File: config.mk
export PLATFORM = sky130hd
export DESIGN_NAME = bracket_balance_checker_core_flat
export DESIGN_NICKNAME = d
export VERILOG_FILES = /design/src/design/bbc_pkg.sv /design/src/design/bbc_if.sv /design/src/design/bracket_balance_checker_core.sv /design/src/design/bbc_cell.sv /design/src/design/bbc_out_skid.sv /design/src/flat_wrapper.sv
export SDC_FILE = /design/constraint.sdc
export NUM_CORES = 1
export LEC_CHECK = 0
export BUFFER_PORTS_ARGS = -buffer_cell sky130_fd_sc_hd__buf_2
export CAP_MARGIN = 30
export CORE_MARGIN = 10
export CORE_UTILIZATION = 55
export CTS_CLUSTER_SIZE = 14
export DETAILED_ROUTE_END_ITERATION = 16
export GPL_TIMING_DRIVEN = 0
export PLACE_DENSITY = 0.72
export SYNTH_ARGS = -nofsm -noshare
export SYNTH_HDL_FRONTEND = slang
export SYNTH_SLANG_ARGS = --single-unit
File: constraint.sdc
create_clock -name clk -period 5.01 [get_ports clk]
set_input_delay 0.501 -clock clk [delete_from_list [all_inputs] [get_ports clk]]
set_output_delay 0.501 -clock clk [all_outputs]
set_load 0.01 [all_outputs]
File: src/design/bbc_pkg.sv
// Shared types, character codes and the character decoder for the bracket
// balance checker. No dependencies; every other design file depends on it.
package bbc_pkg;

  // Bracket kind held in one stack cell
  typedef logic [1:0] kind_t;
  localparam kind_t KIND_PAREN  = 2'd0;
  localparam kind_t KIND_SQUARE = 2'd1;
  localparam kind_t KIND_CURLY  = 2'd2;

  // ASCII codes of the six brackets
  localparam logic [7:0] CH_LPAREN = 8'h28;
  localparam logic [7:0] CH_RPAREN = 8'h29;
  localparam logic [7:0] CH_LSQUARE = 8'h5B;
  localparam logic [7:0] CH_RSQUARE = 8'h5D;
  localparam logic [7:0] CH_LCURLY = 8'h7B;
  localparam logic [7:0] CH_RCURLY = 8'h7D;

  localparam logic [15:0] POS_MAX = 16'hFFFF;

  typedef enum logic [1:0] {
    ST_NONE     = 2'd0,
    ST_MISMATCH = 2'd1,
    ST_EMPTY    = 2'd2,
    ST_OVERFLOW = 2'd3
  } status_t;

  typedef enum logic [1:0] {
    V_OK      = 2'd0,
    V_MISSING = 2'd1,
    V_ERRORS  = 2'd2,
    V_BUSY    = 2'd3
  } verdict_t;

  // Shift command broadcast along the cell chain
  typedef struct packed {
    logic push;
    logic pop;
  } shift_t;

  typedef struct packed {
    logic  is_open;
    logic  is_close;
    kind_t kind;
  } char_class_t;

  typedef struct packed {
    status_t     char_status;
    logic [15:0] position;
    logic        done_res;
    verdict_t    verdict;
  } result_t;

  // Sort one byte into opener, closer or other
  function automatic char_class_t classify(logic [7:0] ch);
    char_class_t c;
    c = '{is_open: 1'b0, is_close: 1'b0, kind: KIND_PAREN};
    case (ch)
      CH_LPAREN:  c = '{is_open: 1'b1, is_close: 1'b0, kind: KIND_PAREN};
      CH_LSQUARE: c = '{is_open: 1'b1, is_close: 1'b0, kind: KIND_SQUARE};
      CH_LCURLY:  c = '{is_open: 1'b1, is_close: 1'b0, kind: KIND_CURLY};
      CH_RPAREN:  c = '{is_open: 1'b0, is_close: 1'b1, kind: KIND_PAREN};
      CH_RSQUARE: c = '{is_open: 1'b0, is_close: 1'b1, kind: KIND_SQUARE};
      CH_RCURLY:  c = '{is_open: 1'b0, is_close: 1'b1, kind: KIND_CURLY};
      default:    c = '{is_open: 1'b0, is_close: 1'b0, kind: KIND_PAREN};
    endcase
    return c;
  endfunction

endpackage

File: src/design/bbc_if.sv
// Valid/ready channel interfaces for the bracket balance checker.
// Depends on bbc_pkg for the result field types.
interface bbc_in_if;
  logic       valid;
  logic       ready;
  logic [7:0] char_code;
  logic       is_last;

  modport source (output valid, output char_code, output is_last, input ready);
  modport sink (input valid, input char_code, input is_last, output ready);
endinterface

interface bbc_out_if;
  logic              valid;
  logic              ready;
  bbc_pkg::status_t  char_status;
  logic [15:0]       position;
  logic              done_res;
  bbc_pkg::verdict_t verdict;

  modport source (output valid, output char_status, output position, output done_res,
                  output verdict, input ready);
  modport sink (input valid, input char_status, input position, input done_res,
                input verdict, output ready);
endinterface

File: src/design/bracket_balance_checker_core.sv
// Top level of the bracket balance checker: decoder, stack depth counter,
// chain of bbc_cell stack cells and the bbc_out_skid output stage.
// Depends on bbc_pkg, bbc_if, bbc_cell and bbc_out_skid.
//
//   channel | direction | words carried
//   in_if   | sink      | char_code, is_last
//   out_if  | source    | char_status, position, done_res, verdict
//
// One word is taken per cycle while in_if.ready is high; its result goes to
// the output register, or to the skid stage while that register stalls. The
// cell chain does one push or pop shift per cycle, stack top always in cell 0.
// Reset (rst_n low, synchronous) clears the depth count, error flag, index
// and output valid bits; the cells are not reset.
// A stalled output holds its word while one more word drops into the skid
// stage; in_if.ready falls only while the skid stage is occupied.
module bracket_balance_checker_core #(
  parameter int STACK_DEPTH = 64
) (
  input  logic      clk,
  input  logic      rst_n,
  bbc_in_if.sink    in_if,
  bbc_out_if.source out_if
);
  import bbc_pkg::*;

  localparam int CNT_W = $clog2(STACK_DEPTH + 1);

  logic             accept;
  char_class_t      cls;
  logic             full;
  logic             empty;
  shift_t           shift;
  status_t          status;
  logic [CNT_W-1:0] count_r;
  logic [CNT_W-1:0] count_nxt;
  logic             err_r;
  logic             err_nxt;
  logic [15:0]      idx_r;
  logic [15:0]      idx_nxt;
  result_t          res;
  logic             wr_ready;
  kind_t            kind_w [STACK_DEPTH];

  assign accept      = in_if.valid && in_if.ready;
  assign in_if.ready = wr_ready;
  assign cls         = classify(in_if.char_code);
  assign full        = (count_r == CNT_W'(STACK_DEPTH));
  assign empty       = (count_r == '0);

  // Push on an opener with room, pop on a closer with something to pop
  assign shift.push = accept && cls.is_open && !full;
  assign shift.pop  = accept && cls.is_close && !empty;

  // Classify this word's error
  always_comb begin
    status = ST_NONE;
    if (cls.is_open && full) begin
      status = ST_OVERFLOW;
    end else if (cls.is_close && empty) begin
      status = ST_EMPTY;
    end else if (cls.is_close && (kind_w[0] != cls.kind)) begin
      status = ST_MISMATCH;
    end
  end

  // Next depth, error flag and saturating index
  always_comb begin
    count_nxt = count_r;
    if (shift.push) begin
      count_nxt = count_r + CNT_W'(1);
    end else if (shift.pop) begin
      count_nxt = count_r - CNT_W'(1);
    end
    err_nxt = err_r || (status != ST_NONE);
    idx_nxt = (idx_r == POS_MAX) ? idx_r : idx_r + 16'd1;
  end

  // Build the result word
  always_comb begin
    res.char_status = status;
    res.position    = idx_r;
    res.done_res    = in_if.is_last;
    res.verdict     = V_BUSY;
    if (in_if.is_last) begin
      if (count_nxt != '0) begin
        res.verdict = V_MISSING;
      end else if (err_nxt) begin
        res.verdict = V_ERRORS;
      end else begin
        res.verdict = V_OK;
      end
    end
  end

  // Advance string state; drop it after the last word
  always_ff @(posedge clk) begin
    if (!rst_n) begin
      count_r <= '0;
      err_r   <= 1'b0;
      idx_r   <= '0;
    end else if (accept) begin
      if (in_if.is_last) begin
        count_r <= '0;
        err_r   <= 1'b0;
        idx_r   <= '0;
      end else begin
        count_r <= count_nxt;
        err_r   <= err_nxt;
        idx_r   <= idx_nxt;
      end
    end
  end

  // Stack cells; cell 0 holds the top
  for (genvar i = 0; i < STACK_DEPTH; i++) begin : g_cell
    kind_t up_w;
    kind_t dn_w;
    if (i == 0) begin : g_top
      assign up_w = cls.kind;
    end else begin : g_mid_up
      assign up_w = kind_w[i-1];
    end
    if (i == STACK_DEPTH - 1) begin : g_bottom
      assign dn_w = KIND_PAREN;
    end else begin : g_mid_dn
      assign dn_w = kind_w[i+1];
    end
    bbc_cell u_cell (
      .clk     (clk),
      .shift   (shift),
      .from_up (up_w),
      .from_dn (dn_w),
      .kind_r  (kind_w[i])
    );
  end

  bbc_out_skid u_out (
    .clk      (clk),
    .rst_n    (rst_n),
    .wr_valid (accept),
    .wr_data  (res),
    .wr_ready (wr_ready),
    .out_if   (out_if)
  );

endmodule

File: src/design/bbc_cell.sv
// One stack cell: holds a bracket kind, takes its upper neighbor's kind on a
// push and its lower neighbor's kind on a pop. Depends on bbc_pkg.
module bbc_cell (
  input  logic            clk,
  input  bbc_pkg::shift_t shift,
  input  bbc_pkg::kind_t  from_up,
  input  bbc_pkg::kind_t  from_dn,
  output bbc_pkg::kind_t  kind_r
);

  // Shift down on push, up on pop, hold otherwise
  always_ff @(posedge clk) begin
    if (shift.push) begin
      kind_r <= from_up;
    end else if (shift.pop) begin
      kind_r <= from_dn;
    end
  end

endmodule

File: src/design/bbc_out_skid.sv
// Output register with a skid stage for the result channel; the upstream
// ready depends only on the skid stage. Depends on bbc_pkg and bbc_if.
module bbc_out_skid (
  input  logic             clk,
  input  logic             rst_n,
  input  logic             wr_valid,
  input  bbc_pkg::result_t wr_data,
  output logic             wr_ready,
  bbc_out_if.source        out_if
);
  import bbc_pkg::*;

  logic    main_valid_r;
  logic    skid_valid_r;
  result_t main_r;
  result_t skid_r;
  logic    out_fire;

  assign wr_ready = !skid_valid_r;
  assign out_fire = main_valid_r && out_if.ready;

  // Refill the output register from the skid stage first, else from upstream
  always_ff @(posedge clk) begin
    if (!rst_n) begin
      main_valid_r <= 1'b0;
      skid_valid_r <= 1'b0;
    end else if (!main_valid_r || out_fire) begin
      if (skid_valid_r) begin
        main_valid_r <= 1'b1;
        skid_valid_r <= 1'b0;
      end else begin
        main_valid_r <= wr_valid;
      end
    end else if (wr_valid) begin
      skid_valid_r <= 1'b1;
    end
  end

  // Payload moves with the valid flags above
  always_ff @(posedge clk) begin
    if (!main_valid_r || out_fire) begin
      main_r <= skid_valid_r ? skid_r : wr_data;
    end else if (wr_valid) begin
      skid_r <= wr_data;
    end
  end

  assign out_if.valid       = main_valid_r;
  assign out_if.char_status = main_r.char_status;
  assign out_if.position    = main_r.position;
  assign out_if.done_res    = main_r.done_res;
  assign out_if.verdict     = main_r.verdict;

endmodule

File: src/flat_wrapper.sv
// flat-port wrapper written by rule: the top's interface ports become plain ports
module bracket_balance_checker_core_flat import bbc_pkg::*;
#(
  parameter int STACK_DEPTH = 64
)
  (clk, rst_n, in_if_valid, in_if_char_code, in_if_is_last, in_if_ready, out_if_valid, out_if_char_status, out_if_position, out_if_done_res, out_if_verdict, out_if_ready);
  bbc_in_if in_if_i ();
  bbc_out_if out_if_i ();
  input  logic clk;
  input  logic rst_n;
  input wire logic [$bits(in_if_i.valid)-1:0] in_if_valid;
  input wire logic [$bits(in_if_i.char_code)-1:0] in_if_char_code;
  input wire logic [$bits(in_if_i.is_last)-1:0] in_if_is_last;
  output wire logic [$bits(in_if_i.ready)-1:0] in_if_ready;
  output wire logic [$bits(out_if_i.valid)-1:0] out_if_valid;
  output wire logic [$bits(out_if_i.char_status)-1:0] out_if_char_status;
  output wire logic [$bits(out_if_i.position)-1:0] out_if_position;
  output wire logic [$bits(out_if_i.done_res)-1:0] out_if_done_res;
  output wire logic [$bits(out_if_i.verdict)-1:0] out_if_verdict;
  input wire logic [$bits(out_if_i.ready)-1:0] out_if_ready;
  assign in_if_i.valid = in_if_valid;
  assign in_if_i.char_code = in_if_char_code;
  assign in_if_i.is_last = in_if_is_last;
  assign in_if_ready = in_if_i.ready;
  assign out_if_valid = out_if_i.valid;
  assign out_if_char_status = out_if_i.char_status;
  assign out_if_position = out_if_i.position;
  assign out_if_done_res = out_if_i.done_res;
  assign out_if_verdict = out_if_i.verdict;
  assign out_if_i.ready = out_if_ready;
  bracket_balance_checker_core #(.STACK_DEPTH(STACK_DEPTH)) u_core (.clk(clk), .rst_n(rst_n), .in_if(in_if_i), .out_if(out_if_i));
endmodule
==> flow_summary_export.csv, run 1 <==
group,metric,value,unit
sta,timing.slew.headroom,45.9,%
pwr,vdd_ir_drop_max,0.000297,V
setup_path,critical_path.n_buffers_inverters,1,
synth,synth_enable_flop_cells,170,
route,viasPerCell,5.28,
setup_path,slowest_stage_cell_crit_path,"sky130_fd_sc_hd__or4b_4",
sta,worst_clock_skew,0.0115,ns
cts,cts_sinks,196,
layout,layout_cell_share_with_drive_strength_beyond_1,12.5,%
synth,sequential_fraction_of_the_synthesis_area,65.1,%
global_routing,track_usage,15.4,%
layout,layout.cell_area.non_filler,9760,sq um
sta,fin_crit,3.41,ns
setup_path,worst-setup-path-type,"flip-flop to flip-flop",
synth,ys.flop_type,"sky130_fd_sc_hd__edfxtp_1",
setup_path,required,5.21,ns
sta,finalCritPeriodShare,68.0,%
synth,netlist_instances,811,
route,ant_nets,0,
setup_path,timing.critical_path.from,"u_core.count_r[0]",
synth,synthesis.yosys.warnings,0,
pwr,clockPowerShare,42.1,%
sta,final-max-slew-violation-count,0,
pwr,power.share.combinational,2.6,%
synth,synth_nets,828,
setup_path,critPathMostFrequentCell,"sky130_fd_sc_hd__nand2b_1",
sta,timing.hold.ws,0.364,ns
sta,setup_repair_after_global_routing_missed_its_margin,"false",
cts,cts_made_buffers,17,
setup_path,cp_data_arrival_time,3.61,ns
pwr,sw_frac_of_total,22.8,%
placement,gp_routability_congestion,0.899,
min_path,hold_path_depth,1,
run,cap_viol_max_count,0,
cts,cts.path.max_buffers,2,
cts,cts.htree.levels,4,
pwr,leakage,3.80,nW
pwr,power_frac_seq,55.4,%
placement,place_ws,1.55,ns
floorplanning,pin_count,36,
pwr,switching_power,0.732,mW
cts,cts_tree,"built",
setup_path,reg2reg_to,"u_core.u_out.out_if.verdict[0]",
floorplanning,die_height,145,um
sta,finalWorstSetupSlack,1.60,ns
setup_path,start_kind,"flip-flop",
route,drc,0,
layout,fin_util,63.7,%
sta,tightestPinTransition,0.811,ns
floorplanning,core,15300,sq um
global_routing,grt_start_max_net_pins,66,
outcome,status,"finished clean",
layout,area.growth.synth_to_final,12.9,%
layout,final_nets,885,
route,route.vias.total,5762,
sta,finalHoldViolations,0,
min_path,timing.hold.worst.class,"primary input to flip-flop",
floorplanning,floorplan.die.width,145,um
min_path,worst_hold_startpoint,"in_if_is_last",
layout,num_antenna_cells,0,
setup_path,critical_path.max_fanout,7,
cts,clock_insertion_delay_worst_skew,0.44,ns
synth,yosys_register_bits,196,
global_routing,globalRoute.totalOverflow,0,
global_routing,first_pass_grt_wire_length,27100,um
synth,mapped_avg_cell_area,10.7,sq um
floorplanning,total_die_area,21100,sq um
setup_path,worst_path_largest_cell_delay,0.53,ns
sta,setup_tns,0,ns
placement,dpl.hpwl,10500,um
setup_path,crit-reg2reg-launch,"u_core.count_r[0]",
sta,achievable-frequency,0.294,GHz
setup_path,worstPathCellList,"inv_1, ha_1, nand2b_1, nand2b_1, a21boi_4, a31oi_2, o21a_1, or4_4, or4b_4, mux2_4",
sta,final_setup_vio_count,0,
global_routing,number_of_global_route_vias_before_repair,5708,
setup_path,critical_path.endpoint_type,"flip-flop",
global_routing,grt_antenna_before_repair,0,
placement,portBuffers,35,
setup_path,crit_family,"simple AND/OR/NAND/NOR gates",
pwr,cellPowerDensity,329,nW/um^2
cts,holdBufCountCts,0,
cts,postCtsSetupBuffers,0,
min_path,hold_end,"u_core.u_out.skid_r[2]",
route,detail_route.wirelength,16000,um
floorplanning,fp-row-count,45,
synth,async_reset_ff_share,0,%
floorplanning,floorplan.initialDensity,56.4,%
pwr,p_int,2.48,mW
synth,netlist_area,8640,sq um
setup_path,reg2reg_setup_slack,1.60,ns
synth,netlist-cell-type-count,61,
cts,postCtsResizedCells,0,
route,wl_per_cell,14.6,um
route,detailedRoute.firstPassIterationCount,7,
setup_path,r2r.worst_path.cells,10,
placement,post_place_instance_area,9160,sq um
cts,clkSlewWorstSetupHoldPaths,0.08,ns
route,dr.first_iter.drc_count,396,
cts,clock_tree_root,"sky130_fd_sc_hd__clkbuf_16",
registers in the layout, summed over array words and instances, names as in the netlist:
| name | count |
|---|---|
| u_core.u_out.out_if.position | 16 |
| u_core.u_out.out_if.verdict | 2 |
| u_core.u_out.skid_valid_r | 1 |
| u_core.u_out.out_if.done_res | 1 |
| u_core.idx_r | 16 |
| u_core.u_out.out_if.valid | 1 |
| u_core.u_out.skid_r | 21 |
| u_core.err_r | 1 |
| u_core.g_cell.u_cell.kind_r | 128 |
| u_core.u_out.out_if.char_status | 2 |
| u_core.count_r | 7 |
kinds of logic after synthesis:
group           after synthesis  synth area share, %
fa+ha+maj                     4                0.579
compound gates               42                 3.69
mux                          21                 2.78
flops                       196                 65.1
simple gates                485                 23.9
buf+inv                      44                 2.10
xor+xnor                     19                 1.93
cell usage in the layout (no fill, tap or decap), types with 8 or more instances in the layout:
cell type and instances:
sky130_fd_sc_hd__nand2_1 396, sky130_fd_sc_hd__edfxtp_1 170, sky130_fd_sc_hd__buf_2 36, sky130_fd_sc_hd__clkbuf_1 33, sky130_fd_sc_hd__dfxtp_1 26, sky130_fd_sc_hd__nor2_1 25
sky130_fd_sc_hd__mux2_2 20, sky130_fd_sc_hd__clkbuf_16 17, sky130_fd_sc_hd__xor2_1 13, sky130_fd_sc_hd__nor2b_1 8, sky130_fd_sc_hd__o21ai_0 8
routing by layer:
layer	share of wire, %	track usage, %
met5	0	0
met4	1.5	6.77
met3	4.0	3.66
met2	50	24.9
met1	45	19.3
cell type report:
class	count	area, sq um
fillers	1164	5550
plain buffers	38	159
clock inverters	15	176
repair buffers	38	245
multi-input cells	571	2840
well taps	211	264
inverters	6	25.0
clock buffers	17	425
flip-flops and latches	196	5630
cell usage after synthesis (all sizes together) (2+ instances only):
library cell	instances	area share, %
a21oi	6	0.39
edfxtp	170	59
o21ai	10	0.58
nand3	7	0.46
ha	4	0.58
nand2b	6	0.43
and4bb	2	0.33
mux2	21	2.8
nor4b	3	0.55
buf	5	0.41
nor3	6	0.41
inv	6	0.26
a31oi	2	0.22
nand2	396	17
and2	2	0.14
nor2	26	1.1
o21a	2	0.17
clkbuf	33	1.4
nor3b	4	0.35
or4	3	0.30
or3	3	0.22
a21boi	7	0.74
nor2b	8	0.58
nor4	2	0.32
xnor2	6	0.61
nand4	7	0.51
a22oi	4	0.51
and3	4	0.29
xor2	13	1.3
and4	2	0.20
dfxtp	26	6.0
per-stage QoR:
| stage | instances | power [mW] |
|---|---|---|
| 2_1_floorplan | 811 | 1.86 |
| 3_3_place_gp | 1057 | 1.89 |
| 3_5_place_dp | 1060 | 1.90 |
| 4_1_cts | 1092 | 3.25 |
| 5_1_grt | 1092 | 3.32 |
| 6_report | 1092 | 3.21 |
power by group through the flow:
| stage | Sequential [mW] | Combinational, mW | Clock, mW |
|---|---|---|---|
| global placement | 1.82 | 0.0771 | 0 |
| detailed placement | 1.82 | 0.0832 | 0 |
| CTS | 1.78 | 0.0836 | 1.38 |
| global route | 1.78 | 0.0909 | 1.44 |
| finish | 1.78 | 0.0821 | 1.35 |
| floorplan | 1.82 | 0.0399 | 0 |
how the worst max path moves through the flow:
| stage | end | depth (start not counted) |
|---|---|---|
| after floorplan | u_core.g_cell[0].u_cell.kind_r[0] | 6 |
| after global placement | u_core.g_cell[43].u_cell.kind_r[0] | 7 |
| after detailed placement | u_core.u_out.out_if.verdict[0] | 9 |
| after CTS | u_core.u_out.out_if.verdict[0] | 10 |
| after global routing | u_core.u_out.out_if.verdict[0] | 10 |
| final | u_core.u_out.out_if.verdict[0] | 10 |
(Power assumes the default switching activity.)
==> run 2: changes to the inputs <==
--- a/config.mk
+++ b/config.mk
@@ -12,7 +12,7 @@
 export CTS_CLUSTER_SIZE = 14
 export DETAILED_ROUTE_END_ITERATION = 16
 export GPL_TIMING_DRIVEN = 0
-export PLACE_DENSITY = 0.72
+export PLACE_DENSITY = 0.75
 export SYNTH_ARGS = -nofsm -noshare
 export SYNTH_HDL_FRONTEND = slang
 export SYNTH_SLANG_ARGS = --single-unit
==> constraint.sdc (replaced) <==
create_clock -name clk -period 3 [get_ports clk]
set_input_delay 0.3 -clock clk [delete_from_list [all_inputs] [get_ports clk]]
set_output_delay 0.3 -clock clk [all_outputs]
set_load 0.01 [all_outputs]
==> run 2 against run 1 <==
The run now ends with negative setup slack left. Non-clock buffer count increased by 10. Clock power increased by 59%. Sequential power grew 67%. Final cell count up 1.0%. Critical endpoint unchanged. Largest power group unchanged.
==> flow_summary_export.csv, run 2 (same netlist as run 1, synthesis figures left out) <==
group,metric,value,unit
outcome,status,"finished with violations",
outcome,failing_checks,"negative setup slack",
layout,area.growth.synth_to_final,14.3,%
placement,portBuffers,35,
route,ant_nets,0,
sta,achievable-frequency,0.329,GHz
placement,placed_cells,1062,
floorplanning,floorplan.initialDensity,56.4,%
global_routing,track_usage,14.8,%
sta,worst_clock_skew,0.0106,ns
placement,post_place_instance_area,9200,sq um
route,detailedRoute.firstPassIterationCount,6,
cts,cts.path.max_buffers,2,
floorplanning,total_die_area,21100,sq um
floorplanning,die_height,145,um
floorplanning,pin_count,36,
route,wl_per_cell,14.3,um
sta,timing.slew.headroom,57.2,%
route,dr.first_iter.drc_count,512,
global_routing,number_of_global_route_vias_before_repair,5533,
layout,final_cells,1103,
global_routing,first_pass_grt_wire_length,26300,um
setup_path,worst-setup-path-type,"flip-flop to flip-flop",
setup_path,cp_data_arrival_time,3.21,ns
setup_path,reg2reg_to,"u_core.u_out.out_if.verdict[0]",
cts,cts_sinks,196,
placement,dpl.hpwl,10300,um
cts,cts_tree,"built",
global_routing,globalRoute.totalOverflow,0,
placement,gp_routability_congestion,0.851,
global_routing,grt_start_max_net_pins,45,
min_path,hold_path_depth,1,
sta,final_setup_vio_count,1,
layout,layout_cell_share_with_drive_strength_beyond_1,14.3,%
layout,final_common_cell,"sky130_fd_sc_hd__nand2_1",
min_path,timing.hold.worst.class,"primary input to flip-flop",
layout,regMostFlops,"u_core.g_cell.u_cell.kind_r",
sta,setup_repair_after_global_routing_missed_its_margin,"true",
layout,fill_cells,1200,
setup_path,critical_path.endpoint_type,"flip-flop",
route,route.vias.total,5804,
cts,cts_made_buffers,17,
layout,commonest_cells_after_routing_fill_and_taps_aside,"sky130_fd_sc_hd__nand2_1 (396), sky130_fd_sc_hd__edfxtp_1 (170), sky130_fd_sc_hd__buf_2 (36), sky130_fd_sc_hd__clkbuf_1 (34), sky130_fd_sc_hd__nor2_1 (25)",
min_path,hold_end,"u_core.u_out.skid_r[2]",
setup_path,start_kind,"flip-flop",
sta,fin_crit,3.04,ns
route,detail_route.wirelength,15800,um
cts,cts.htree.levels,4,
setup_path,required,3.18,ns
cts,clock_insertion_delay_worst_skew,0.43,ns
floorplanning,core,15300,sq um
cts,clkSlewWorstSetupHoldPaths,0.07,ns
layout,layout.cell_area.non_filler,9880,sq um
sta,timing.hold.ws,0.189,ns
route,drc,0,
sta,finalCritPeriodShare,101,%
sta,setup_tns,-0.0360,ns
sta,tightestPinTransition,0.641,ns
setup_path,critical_path.max_fanout,10,
global_routing,grt_antenna_before_repair,0,
pwr,leakage,3.83,nW
placement,place_ws,-0.348,ns
layout,num_antenna_cells,0,
pwr,total_power,5.26,mW
floorplanning,floorplan.die.width,145,um
floorplanning,fp-row-count,45,
pwr,vdd_ir_drop_max,0.000381,V
sta,finalHoldViolations,0,
layout,fin_util,64.5,%
layout,area_of_the_multi_input_gates,2890,sq um
layout,final_nets,896,
layout,storage_element_area,5630,sq um
setup_path,r2r.worst_path.cells,9,
layout,biggestRegsByFlops,"u_core.g_cell.u_cell.kind_r x128, u_core.u_out.skid_r x21",
sta,finalWorstSetupSlack,-0.0360,ns
pwr,cellPowerDensity,532,nW/um^2
setup_path,crit-reg2reg-launch,"u_core.count_r[2]",
setup_path,reg2reg_setup_slack,-0.04,ns
route,viasPerCell,5.26,
cts,clock_tree_root,"sky130_fd_sc_hd__clkbuf_16",
min_path,worst_hold_startpoint,"in_if_is_last",
layout,largest_reg_flops,128,
sta,final-max-slew-violation-count,0,
run,cap_viol_max_count,0,
[run 2: cell types whose count changed in the layout (fill, tap and decap cells not counted), sizes merged]
cell | before | now
buf | 43 | 53
inv | 15 | 8
clkbuf | 50 | 54
clkinvlp | 0 | 3
bufinv | 0 | 1
[run 2: area by class of cell]
type	instances	area share, %
plain buffers	38	1.63
multi-input cells	571	29.3
repair buffers	48	3.50
well taps	211	2.67
repair inverters	1	0.0507
clock buffers	21	4.56
flip-flops and latches	196	57.0
clock inverters	11	1.03
inverters	6	0.266
[run 2: worst max path at each step]
stage                  startpoint                                 end  slack [ns]  cells after the start
2_1_floorplan   u_core.count_r[4]   u_core.g_cell[0].u_cell.kind_r[0]       -0.57                      7
4_1_cts         u_core.count_r[4]      u_core.u_out.out_if.verdict[0]       -0.05                     10
3_5_place_dp    u_core.count_r[0]      u_core.u_out.out_if.verdict[0]       -0.35                     10
6_report        u_core.count_r[2]      u_core.u_out.out_if.verdict[0]       -0.04                      9
3_3_place_gp   in_if_char_code[7]  u_core.g_cell[38].u_cell.kind_r[0]       -1.59                      7
5_1_grt         u_core.count_r[4]      u_core.u_out.out_if.verdict[0]       -0.12                     10
[run 2: layer usage]
layer / vias up / share of wire (%) / track usage [%]
met4: 0 / 0.98 / 4.45
met1: 2770 / 47 / 19.9
li1: 2891 / - / -
met2: 130 / 47 / 23.2
met5: - / 0 / 0
met3: 13 / 4.5 / 4.00
[run 2: repair_timing]
item | CTS | global route
pin swaps | 4 | 3
setup buffers | 8 | 0
hold buffers | 0 | 0
resized for setup | 6 | 5
gates cloned | 0 | 1
setup endpoints to repair | 4 | 46
[run 2: worst max-delay path, cell delays in order (launching register included)]
cell and delay, ns:
sky130_fd_sc_hd__dfxtp_1 0.34, sky130_fd_sc_hd__buf_2 0.19, sky130_fd_sc_hd__or4_1 0.53, sky130_fd_sc_hd__o21ai_1 0.14
sky130_fd_sc_hd__a21oi_1 0.07, sky130_fd_sc_hd__o21ai_1 0.20, sky130_fd_sc_hd__xnor2_1 0.12, sky130_fd_sc_hd__or4_4 0.44
sky130_fd_sc_hd__or4b_4 0.51, sky130_fd_sc_hd__mux2_4 0.27
[run 2: power by group]
group | leakage, nW | switching [mW] | internal (mW)
Clock | 0.272 | 0.974 | 1.17
Combinational | 1.88 | 0.0857 | 0.0532
Sequential | 1.68 | 0.0109 | 2.96
Total | 3.83 | 1.07 | 4.19
==> run 3: changes to the inputs <==
--- a/config.mk
+++ b/config.mk
@@ -8,11 +8,11 @@
 export BUFFER_PORTS_ARGS = -buffer_cell sky130_fd_sc_hd__buf_2
 export CAP_MARGIN = 30
 export CORE_MARGIN = 10
-export CORE_UTILIZATION = 55
+export CORE_UTILIZATION = 40
 export CTS_CLUSTER_SIZE = 14
 export DETAILED_ROUTE_END_ITERATION = 16
 export GPL_TIMING_DRIVEN = 0
-export PLACE_DENSITY = 0.75
+export RECOVER_POWER = 50
 export SYNTH_ARGS = -nofsm -noshare
 export SYNTH_HDL_FRONTEND = slang
 export SYNTH_SLANG_ARGS = --single-unit
==> run 3 against run 2 <==
The run now ends clean. Sequential share of layout area is 0.45 points lower. Core utilization is 17 points lower. Die area is 32% higher. Global-route usage is 3.3 points lower. Register-to-register slack better by 0.05 ns. First-iteration DRC count is 44% lower. Combinational power is 6% lower. Non-clock buffer count is 2 higher. Critical endpoint unchanged.
==> flow_summary_export.csv, run 3 (same netlist as run 1, synthesis figures left out) <==
group,metric,value,unit
outcome,status,"finished clean",
placement,gp_routability_congestion,0.773,
floorplanning,fp-row-count,53,
floorplanning,die_height,167,um
layout,area.growth.synth_to_final,15.3,%
cts,clkSlewWorstSetupHoldPaths,0.08,ns
cts,clock_insertion_delay_worst_skew,0.44,ns
setup_path,required,3.19,ns
floorplanning,pin_count,36,
sta,fin_crit,2.99,ns
layout,regMostFlops,"u_core.g_cell.u_cell.kind_r",
pwr,power.share.combinational,2.5,%
placement,placed_cells,1126,
sta,achievable-frequency,0.335,GHz
placement,place_ws,-0.301,ns
pwr,clockPowerShare,41.5,%
setup_path,critical_path.max_fanout,10,
route,drc,0,
layout,fill_cells,1920,
setup_path,slowest_stage_cell_crit_path,"sky130_fd_sc_hd__or4_4",
floorplanning,floorplan.die.width,167,um
layout,biggestRegsByFlops,"u_core.g_cell.u_cell.kind_r x128, u_core.u_out.skid_r x21",
cts,holdBufCountCts,0,
sta,finalWorstSetupSlack,0.0112,ns
route,ant_nets,0,
cts,cts.htree.levels,4,
setup_path,worst_path_largest_cell_delay,0.53,ns
layout,final_cells,1168,
cts,clock_tree_root,"sky130_fd_sc_hd__clkbuf_16",
cts,cts_sinks,196,
setup_path,worstPathCellList,"buf_6, or4_4, o21ai_2, a21oi_2, o21ai_2, xnor2_2, or4_4, or4b_4, mux2_4",
floorplanning,total_die_area,27900,sq um
global_routing,grt_start_max_net_pins,41,
layout,layout_cell_share_with_drive_strength_beyond_1,13.4,%
pwr,leakage,3.77,nW
setup_path,critical_path.endpoint_type,"flip-flop",
global_routing,first_pass_grt_wire_length,27000,um
run,cap_viol_max_count,0,
pwr,sw_frac_of_total,22.5,%
sta,timing.slew.headroom,39.0,%
placement,dpl.hpwl,10400,um
layout,commonest_cells_after_routing_fill_and_taps_aside,"sky130_fd_sc_hd__nand2_1 (396), sky130_fd_sc_hd__edfxtp_1 (170), sky130_fd_sc_hd__clkbuf_1 (55), sky130_fd_sc_hd__nor2_1 (25), sky130_fd_sc_hd__dfxtp_1 (21)",
pwr,cellPowerDensity,532,nW/um^2
sta,worst_clock_skew,0.0117,ns
setup_path,worst-setup-path-type,"flip-flop to flip-flop",
floorplanning,floorplan.initialDensity,40.9,%
pwr,power_frac_seq,56.0,%
sta,final-max-slew-violation-count,0,
setup_path,critical_path.n_buffers_inverters,1,
sta,tightestPinTransition,0.915,ns
layout,final_common_cell,"sky130_fd_sc_hd__nand2_1",
layout,num_antenna_cells,0,
setup_path,cp_data_arrival_time,3.18,ns
min_path,timing.hold.worst.class,"primary input to flip-flop",
global_routing,number_of_global_route_vias_before_repair,5466,
pwr,p_int,4.11,mW
cts,cts.path.max_buffers,2,
sta,finalCritPeriodShare,99.6,%
route,wl_per_cell,13.7,um
route,detail_route.wirelength,16000,um
pwr,vdd_ir_drop_max,0.000386,V
layout,fin_util,47.1,%
global_routing,globalRoute.totalOverflow,0,
setup_path,start_kind,"flip-flop",
placement,portBuffers,35,
sta,final_setup_vio_count,0,
floorplanning,core,21200,sq um
cts,cts_made_buffers,17,
sta,finalHoldViolations,0,
sta,setup_repair_after_global_routing_missed_its_margin,"true",
layout,final_nets,897,
route,route.vias.total,5651,
pwr,switching_power,1.19,mW
route,detailedRoute.firstPassIterationCount,5,
setup_path,crit_family,"simple AND/OR/NAND/NOR gates",
global_routing,grt_antenna_before_repair,0,
cts,cts_tree,"built",
global_routing,track_usage,11.6,%
route,viasPerCell,4.84,
layout,largest_reg_flops,128,
route,dr.first_iter.drc_count,287,
[run 3: area by class of cell]
type | instances | area (sq um) | share of cell area, %
buffer | 37 | 163 | 1.63
clock buffer | 17 | 425 | 4.27
clock inverter | 15 | 135 | 1.36
inverter | 6 | 26.3 | 0.264
multi-input combinational | 571 | 2930 | 29.4
sequential | 196 | 5640 | 56.6
tap | 275 | 344 | 3.45
timing repair buffer | 51 | 312 | 3.12
[run 3: per-layer routing]
| layer | vias up | GRT usage, % | share of wire, % |
|---|---|---|---|
| met5 | - | 0 | 0 |
| met2 | 71 | 17.8 | 45 |
| met4 | 0 | 3.89 | 1.4 |
| met3 | 18 | 3.22 | 3.9 |
| li1 | 2891 | - | - |
| met1 | 2671 | 15.4 | 50 |
[run 3: power groups by stage]
stage | Sequential, mW | Combinational (mW) | Clock (mW)
floorplan | 3.04 | 0.0670 | 0
global placement | 3.04 | 0.134 | 0
detailed placement | 3.03 | 0.142 | 0
CTS | 2.97 | 0.143 | 2.26
global route | 2.97 | 0.147 | 2.35
finish | 2.97 | 0.131 | 2.20
[run 3: worst min-delay path: cells and delay by family]
kind | cells | cell delay (ns)
AO/OA/AOI/OAI | 1 | 0.16
buffers and inverters | 1 | 0.10
AND/OR/NAND/NOR | 1 | 0.05
[run 3: repair_timing]
action,in CTS,in global routing
endpoints found under the setup margin,3,42
pin swaps,7,3
buffers inserted,11,0
gates resized for setup,13,17
[run 3: worst paths after layout]
path / end / slack [ns] / cells past startpoint / from
worst max-delay path: u_core.u_out.out_if.verdict[0] / 0.01 / 9 / u_core.count_r[2]
worst min-delay path: u_core.u_out.out_if.valid / 0.22 / 3 / in_if_valid
worst max register to register: u_core.u_out.out_if.verdict[0] / 0.01 / 9 / u_core.count_r[2]
worst min register to register: u_core.err_r / 0.50 / 2 / u_core.err_r
[run 3: metrics by stage]
stage | power, mW | setup TNS (ns) | hold slack (ns) | instance area [sq um]
2_1_floorplan | 3.11 | -72.55 | 0.399 | 8660
5_1_grt | 5.47 | -0.0651 | 0.240 | 9970
3_3_place_gp | 3.17 | -228.56 | 0.481 | 9180
6_report | 5.30 | 0 | 0.221 | 9970
4_1_cts | 5.37 | 0 | 0.171 | 9970
3_5_place_dp | 3.18 | -0.357 | 0.485 | 9290
